<file path="src/hw/rtl/mwu_pkg.sv">
// Shared types and constants of the momentum weight update block.
package mwu_pkg;

    localparam int VALUE_W = 16;
    localparam int FRAC_W = 16;
    localparam int CONN_W = 8;
    localparam int PROD_W = 2 * VALUE_W;
    localparam int RATE_SHIFT = 28;
    localparam int MOM_SHIFT = 16;
    localparam int SCALED_W = PROD_W + FRAC_W + 1;
    localparam int T1_W = SCALED_W - RATE_SHIFT;
    localparam int MPROD_W = VALUE_W + FRAC_W + 1;
    localparam int T2_W = MPROD_W - MOM_SHIFT;
    localparam int SUM_W = T1_W + 1;
    localparam int CFG_INDEX_W = 1;

    localparam logic MODE_LOAD = 1'b0;
    localparam logic MODE_UPDATE = 1'b1;

    localparam logic [CFG_INDEX_W-1:0] REG_LEARNING_RATE = 1'd0;
    localparam logic [CFG_INDEX_W-1:0] REG_MOMENTUM = 1'd1;

    localparam logic [FRAC_W-1:0] LEARNING_RATE_RESET = 16'd9830;
    localparam logic [FRAC_W-1:0] MOMENTUM_RESET = 16'd32768;

    localparam logic signed [VALUE_W-1:0] VALUE_MAX = 16'sh7fff;
    localparam logic signed [VALUE_W-1:0] VALUE_MIN = 16'sh8000;

    typedef struct packed {
        logic                      mode;
        logic [CONN_W-1:0]         connection;
        logic signed [VALUE_W-1:0] activation;
        logic signed [VALUE_W-1:0] gradient_in;
    } req_t;

    typedef struct packed {
        logic signed [VALUE_W-1:0] new_weight;
        logic signed [VALUE_W-1:0] new_delta;
        logic                      saturated;
    } rsp_t;

    typedef struct packed {
        logic              valid;
        logic              mode;
        logic              in_range;
        logic [CONN_W-1:0] connection;
    } ctl_t;

endpackage

</file>
<file path="src/hw/rtl/mwu_front.sv">
// Front pipeline: range check, activation times gradient, and scaling by the rate.
module mwu_front #(
    parameter int CONNECTIONS = 256
) (
    input  logic                               clk,
    input  logic                               rst_n,
    input  logic                               advance,
    input  logic                               in_valid,
    input  mwu_pkg::req_t                      in_data,
    input  logic [mwu_pkg::FRAC_W-1:0]         learning_rate,
    output mwu_pkg::ctl_t                      rd_ctl,
    output mwu_pkg::ctl_t                      ctl,
    output logic signed [mwu_pkg::VALUE_W-1:0] act,
    output logic signed [mwu_pkg::T1_W-1:0]    t1
);

    mwu_pkg::ctl_t ctl1_reg;
    mwu_pkg::ctl_t ctl2_reg;
    mwu_pkg::ctl_t ctl3_reg;
    logic signed [mwu_pkg::VALUE_W-1:0] act1_reg;
    logic signed [mwu_pkg::VALUE_W-1:0] grad1_reg;
    logic signed [mwu_pkg::VALUE_W-1:0] act2_reg;
    logic signed [mwu_pkg::PROD_W-1:0] prod2_reg;
    logic signed [mwu_pkg::VALUE_W-1:0] act3_reg;
    logic signed [mwu_pkg::T1_W-1:0] t1_reg;

    mwu_pkg::ctl_t ctl1_next;
    logic signed [mwu_pkg::PROD_W-1:0] prod2_next;
    logic signed [mwu_pkg::SCALED_W-1:0] scaled;

    always_comb
    begin
        ctl1_next.valid = in_valid;
        ctl1_next.mode = in_data.mode;
        ctl1_next.in_range = 32'(in_data.connection) < 32'(CONNECTIONS);
        ctl1_next.connection = in_data.connection;
        prod2_next = mwu_pkg::PROD_W'(act1_reg) * mwu_pkg::PROD_W'(grad1_reg);
        scaled = mwu_pkg::SCALED_W'(prod2_reg)
            * mwu_pkg::SCALED_W'($signed({1'b0, learning_rate}));
    end

    always_ff @(posedge clk or negedge rst_n)
    begin
        if (!rst_n)
        begin
            ctl1_reg <= '0;
            ctl2_reg <= '0;
            ctl3_reg <= '0;
        end
        else if (advance)
        begin
            ctl1_reg <= ctl1_next;
            ctl2_reg <= ctl1_reg;
            ctl3_reg <= ctl2_reg;
        end
    end

    always_ff @(posedge clk)
    begin
        if (advance)
        begin
            act1_reg <= in_data.activation;
            grad1_reg <= in_data.gradient_in;
            act2_reg <= act1_reg;
            prod2_reg <= prod2_next;
            act3_reg <= act2_reg;
            t1_reg <= scaled[mwu_pkg::SCALED_W-1:mwu_pkg::RATE_SHIFT];
        end
    end

    assign rd_ctl = ctl2_reg;
    assign ctl = ctl3_reg;
    assign act = act3_reg;
    assign t1 = t1_reg;

endmodule

</file>
<file path="config.mk">
export PLATFORM = sky130hd
export DESIGN_NAME = mwu_front
export DESIGN_NICKNAME = d
export VERILOG_FILES = /design/src/hw/rtl/mwu_pkg.sv /design/src/hw/rtl/mwu_front.sv
export SDC_FILE = /design/constraint.sdc
export NUM_CORES = 2
export LEC_CHECK = 0
export BUFFER_PORTS_ARGS = -buffer_cell sky130_fd_sc_hd__buf_2
export CAP_MARGIN = 25
export CORE_MARGIN = 1.5
export CORE_UTILIZATION = 55
export CTS_BUF_LIST = sky130_fd_sc_hd__clkbuf_2
export CTS_CLUSTER_SIZE = 30
export DETAILED_ROUTE_END_ITERATION = 8
export PLACE_DENSITY = 0.81
export SYNTH_ARGS = -nofsm -noshare
export SYNTH_HDL_FRONTEND = slang
export SYNTH_SLANG_ARGS = --single-unit
</file>
<file path="constraint.sdc">
create_clock -name clk -period 6.96 [get_ports clk]
set_clock_uncertainty 0.2 [all_clocks]
set_input_delay 1.044 -clock clk [delete_from_list [all_inputs] [get_ports clk]]
set_output_delay 1.044 -clock clk [all_outputs]
set_load 0.1 [all_outputs]
</file>
== After elaboration in Yosys (flattened, before gate mapping) ==
Cells that the tools add are included.

* Multipliers: 2

{| class="wikitable"
|+ Operator list
! kind !! number
|-
| 32-bit by 17-bit multiplier with 49-bit output || 1
|-
| 16-bit by 16-bit multiplier with 32-bit output || 1
|}

* Register bits after elaboration: 150
* Input port bits: 61
* Output and inout port bits: 59
* Word-level logic and storage cells: 20

== Longest topological paths before layout ==
* Depth in word-level cells: 1
* Depth in mapped cells: 23
* Depth with buffers taken out: 22

== Worst setup path after synthesis ==
OpenSTA, ideal clock, no wires.

* Kind: input to register
* Start: input port learning_rate[2] in the netlist's numbering
* End: register t1_reg, in the netlist t1[13] (data pin)
* Arrival time: 6.476 ns
* Setup slack: 0.104 ns
* Setup time: 0.180 ns
* Cell stages on the path: 21
* Data required time: 6.580 ns
* Path buffers: 1
* Cells stage by stage: clkbuf_1 > nand2_1 > fa_1 > fa_1 > fa_1 > inv_1 > fa_1 > fa_1 > inv_1 > fa_1 > inv_1 > ha_1 > a21oi_1 > o21ai_1 > a31o_1 > nand2_1 > o211ai_1 > o311a_1 > o21a_1 > or4_1 > o311ai_1

* Word-level cells in the longest chain between the ends: 1

{| class="wikitable"
|+ RTL lines
! element !! RTL line !! source
|-
| start: declaration || mwu_front.sv:10 || <nowiki>input logic [mwu_pkg::FRAC_W-1:0] learning_rate,</nowiki>
|-
| 32-bit by 17-bit multiplier with 49-bit output || mwu_front.sv:39 || <nowiki>* mwu_pkg::SCALED_W'($signed({1'b0, learning_rate}));</nowiki>
|-
| via scaled (one bit) || mwu_front.sv:29 || <nowiki>logic signed [mwu_pkg::SCALED_W-1:0] scaled;</nowiki>
|-
| end signal: assignment || mwu_front.sv:67 || <nowiki>t1_reg <= scaled[mwu_pkg::SCALED_W-1:mwu_pkg::RATE_SHIFT];</nowiki>
|-
| end: declaration || mwu_front.sv:25 || <nowiki>logic signed [mwu_pkg::T1_W-1:0] t1_reg;</nowiki>
|}

The timed path passes the listed nets, and every way through them passes these cells.
A chain may end at the register's enable or synchronous reset.

== Worst setup path after layout ==
* Start: register prod2_reg[16] in the netlist's numbering
* End: register t1_reg, in the netlist t1[20] (data pin)

* Word-level cells in the longest chain between the ends: 1

{| class="wikitable"
|+ RTL lines
! element !! RTL line !! source
|-
| start: declaration || mwu_front.sv:23 || <nowiki>logic signed [mwu_pkg::PROD_W-1:0] prod2_reg;</nowiki>
|-
| start signal: assignment || mwu_front.sv:65 || <nowiki>prod2_reg <= prod2_next;</nowiki>
|-
| 32-bit by 17-bit multiplier with 49-bit output || mwu_front.sv:39 ||
|-
| via scaled (one bit) || mwu_front.sv:29 ||
|}

The timed path passes the listed nets, and every way through them passes these cells.

==> metrics.md <==
| Metric | Value |
|---|---|
| Fmax | `149 MHz` |
| Measured slew at the worst slew-check pin | `0.854 ns` |
| Main synth FF type | `edfxtp_1` |
| Non-Filler Cell Area, Final | `35300 um2` |
| Pins Over Slew Limit | `0` |
| Worst Setup End Kind | `flop` |
| Num ports | `120` |
| Synthesized flop and latch total | `150` |
| Ys async rst share | `22.0%` |
| GR Util All Layers | `25.2%` |
| Fillers | `4447` |
| CP max FO | `7` |
| Hold slack | `0.122 ns` |
| Die Ht | `243 um` |
| Vias in the first global route | `24300` |
| Core area | `56700 um2` |
| Mapped Cells | `3206` |
| DRC | `0` |
| Req. time, crit path | `7.50 ns` |
| Detailed Routing Iterations Pass 1 | `9` |
| Met2 Wirelength | `35600 um` |
| Nets | `4492` |
| CP Data Arrival Time | `7.24 ns` |
| Syn-to-layout area delta | `11.1%` |
| Status | `finished clean` |
| Max_slew headroom | `43.0%` |
| Die ar. | `59200 um2` |
| FF+latch area | `4340 um2` |
| CTS H-tree lvls | `4` |
| Syn Area/Cell | `9.91 um2` |
| Finished Core Util | `62.3%` |
| Grt total ovfl | `0` |
| 1st-iter DRT viols | `1660` |
| WS Path Type | `reg2reg` |
| Final hold vios | `0` |
| Cell variety after synth | `63` |
| Clk pin slew, worst setup/hold paths | `0.37 ns` |
| M1 WL | `29000 um` |
| Hold WC Path Type | `in2reg` |
| Worst Setup Start Kind | `flop` |
| CTS Buffer Depth | `2` |
| Clock Sinks | `150` |
| Via count | `22200` |
| Number of flip-flops in the largest register | `32` |
| TritonCTS clock tree | `built` |
| Mapped Nets | `4213` |
| Area of the multi-input gates | `23800 um2` |
| Post-Synthesis Cell Area | `31800 um2` |
| Met3 WL | `4870 um` |
| Die Wd | `243 um` |
| Share of post-route cells with drive strength above 1 | `13.0%` |
| Port bufs | `119` |
| Global-route wire length before repair | `119000 um` |
| Post-synthesis sequential area ratio | `13.7%` |
| CTS Root Cell | `clkbuf_2` |
| Highest Signal Layer | `met4` |
| Initial antenna violation count | `5` |
| Clk Latency, worst-skew pair | `0.91 ns` |
| Period utilization | `96.3%` |
| Cell Rows | `87` |
| Post-route ant nets | `0` |
| Routability cong. | `0.910` |
| RSZ-0062 raised after global routing | `no` |
| Warnings, synthesis | `0` |
| Wire per inst | `16.7 um` |
| Inserted Clock Buffers | `17` |
| Placed Area | `34600 um2` |
| Tmin final | `6.70 ns` |
| Vias/cell | `5.21` |
| Pin count of the biggest net entering global routing | `90` |
| Number of flops mapped to enable cells by yosys | `117` |
| Total Routed Length | `71200 um` |
| Final setup viols | `0` |
| Max_cap viols | `0` |
| Initial core utilization | `56.0%` |
| HPWL Detailed | `59500 um` |
layout make-up:
type,instances,share of cell area [%]
clock buffers,17,0.241
flip-flops and latches,150,12.3
multi-input cells,2085,67.5
well taps,756,2.68
inverters,854,9.08
clock inverters,15,0.570
repair buffers,377,7.61
diodes,4,0.0283
synthesized netlist by cell type (7+ instances only):
master	n	area, um2
nor2_1	41	154
a21o_1	10	75.1
o21ai_0	25	125
mux2_2	32	360
nand2b_1	9	56.3
nor3_1	15	75.1
xnor2_1	40	350
ha_1	197	2460
and2_1	355	2220
edfxtp_1	117	3510
nand3_1	10	50.1
nand2_1	421	1580
xor2_1	11	96.3
fa_1	749	15000
clkbuf_1	117	439
o21ai_1	9	45.0
and3_1	7	43.8
inv_1	854	3210
a21oi_1	48	240
dfrtp_1	33	826
o21a_1	11	82.6
or3_1	7	43.8
critical path, stage by stage, from the launching register on:
cell	delay, ns
edfxtp_1	0.60
buf_4	0.23
nand2_1	0.09
fa_1	0.54
inv_1	0.05
fa_1	0.49
fa_1	0.58
fa_1	0.43
fa_1	0.50
inv_1	0.05
fa_1	0.47
inv_1	0.04
ha_1	0.30
and4_1	0.24
nand4_1	0.10
o21ai_0	0.38
nand2_1	0.12
a21oi_2	0.25
o311ai_2	0.22
o21ai_1	0.32
a211oi_1	0.13
a311oi_1	0.25
logic make-up (layout without fill, tap and decap cells):
| kind of cell | after synthesis | in the layout | share of synthesized area (%) |
|---|---|---|---|
| adders and majority gates | 946 | 946 | 54.9 |
| other | 0 | 4 | 0 |
| xor gates and xnor gates | 51 | 51 | 1.41 |
| and+or+nand+nor | 894 | 894 | 14.0 |
| AOI/OAI and AO/OA | 160 | 160 | 3.35 |
| muxes | 34 | 34 | 1.20 |
| DFF | 150 | 150 | 13.7 |
| buffers and inverters | 971 | 1263 | 11.5 |
stage by stage:
step	std cells	worst slack, ns	TNS (ns)
global placement	4176	-0.816	-9.27
floorplan	3206	0.104	0
detailed placement	4176	-0.897	-10.46
global route	4258	0.00174	0
finish	4258	0.258	0
CTS	4218	0.00879	0
path summary, 6_finish.rpt:
check	from	endpoint	slack, ns	cells after the start
max in group asynchronous	rst_n	rd_ctl[10]	5.53	2
max reg2reg	prod2_reg[16]	t1[20]	0.26	21
max	prod2_reg[16]	t1[20]	0.26	21
min in group asynchronous	rst_n	rd_ctl[5]	0.50	2
min reg2reg	act2_reg[4]	act[4]	0.15	0
min	in_data[17]	act1_reg[1]	0.12	1
cell usage in the layout, fill, tap and decap left out, types with 5 or more instances in the layout:
master	netlist	layout
a211oi_1	6	6
a21o_1	10	10
a21oi_1	48	43
a21oi_2	0	5
and2_1	355	355
and3_1	7	7
buf_12	0	11
buf_2	0	118
buf_4	0	243
clkbuf_2	0	17
dfrtp_1	33	33
edfxtp_1	117	117
fa_1	749	749
ha_1	197	196
inv_1	854	854
mux2_2	32	32
nand2_1	421	421
nand2b_1	9	9
nand3_1	10	10
nand4_1	6	6
nor2_1	41	41
nor2b_1	6	6
nor3_1	15	15
o211ai_1	5	5
o21a_1	11	11
o21ai_0	25	24
o21ai_1	9	10
or3_1	7	7
xnor2_1	40	40
xor2_1	11	11
timing repair:
item | 4_1_cts | 5_1_grt
endpoints found under the hold margin | 36 | 0
hold buffers | 4 | 0
cloned | 0 | 0
setup buffers | 6 | 36
setup endpoints to repair | 8 | 15
gates resized for setup | 1 | 9
pin swaps | 0 | 1
per-layer routing:
metal	track usage (%)	up-vias
met5	0	-
met4	7.23	0
met3	3.33	141
met2	44.0	838
met1	33.0	11300
li1	-	9904
Power is not shown: default switching activity piles up to over one toggle a cycle in this logic, so the estimate is an artifact.
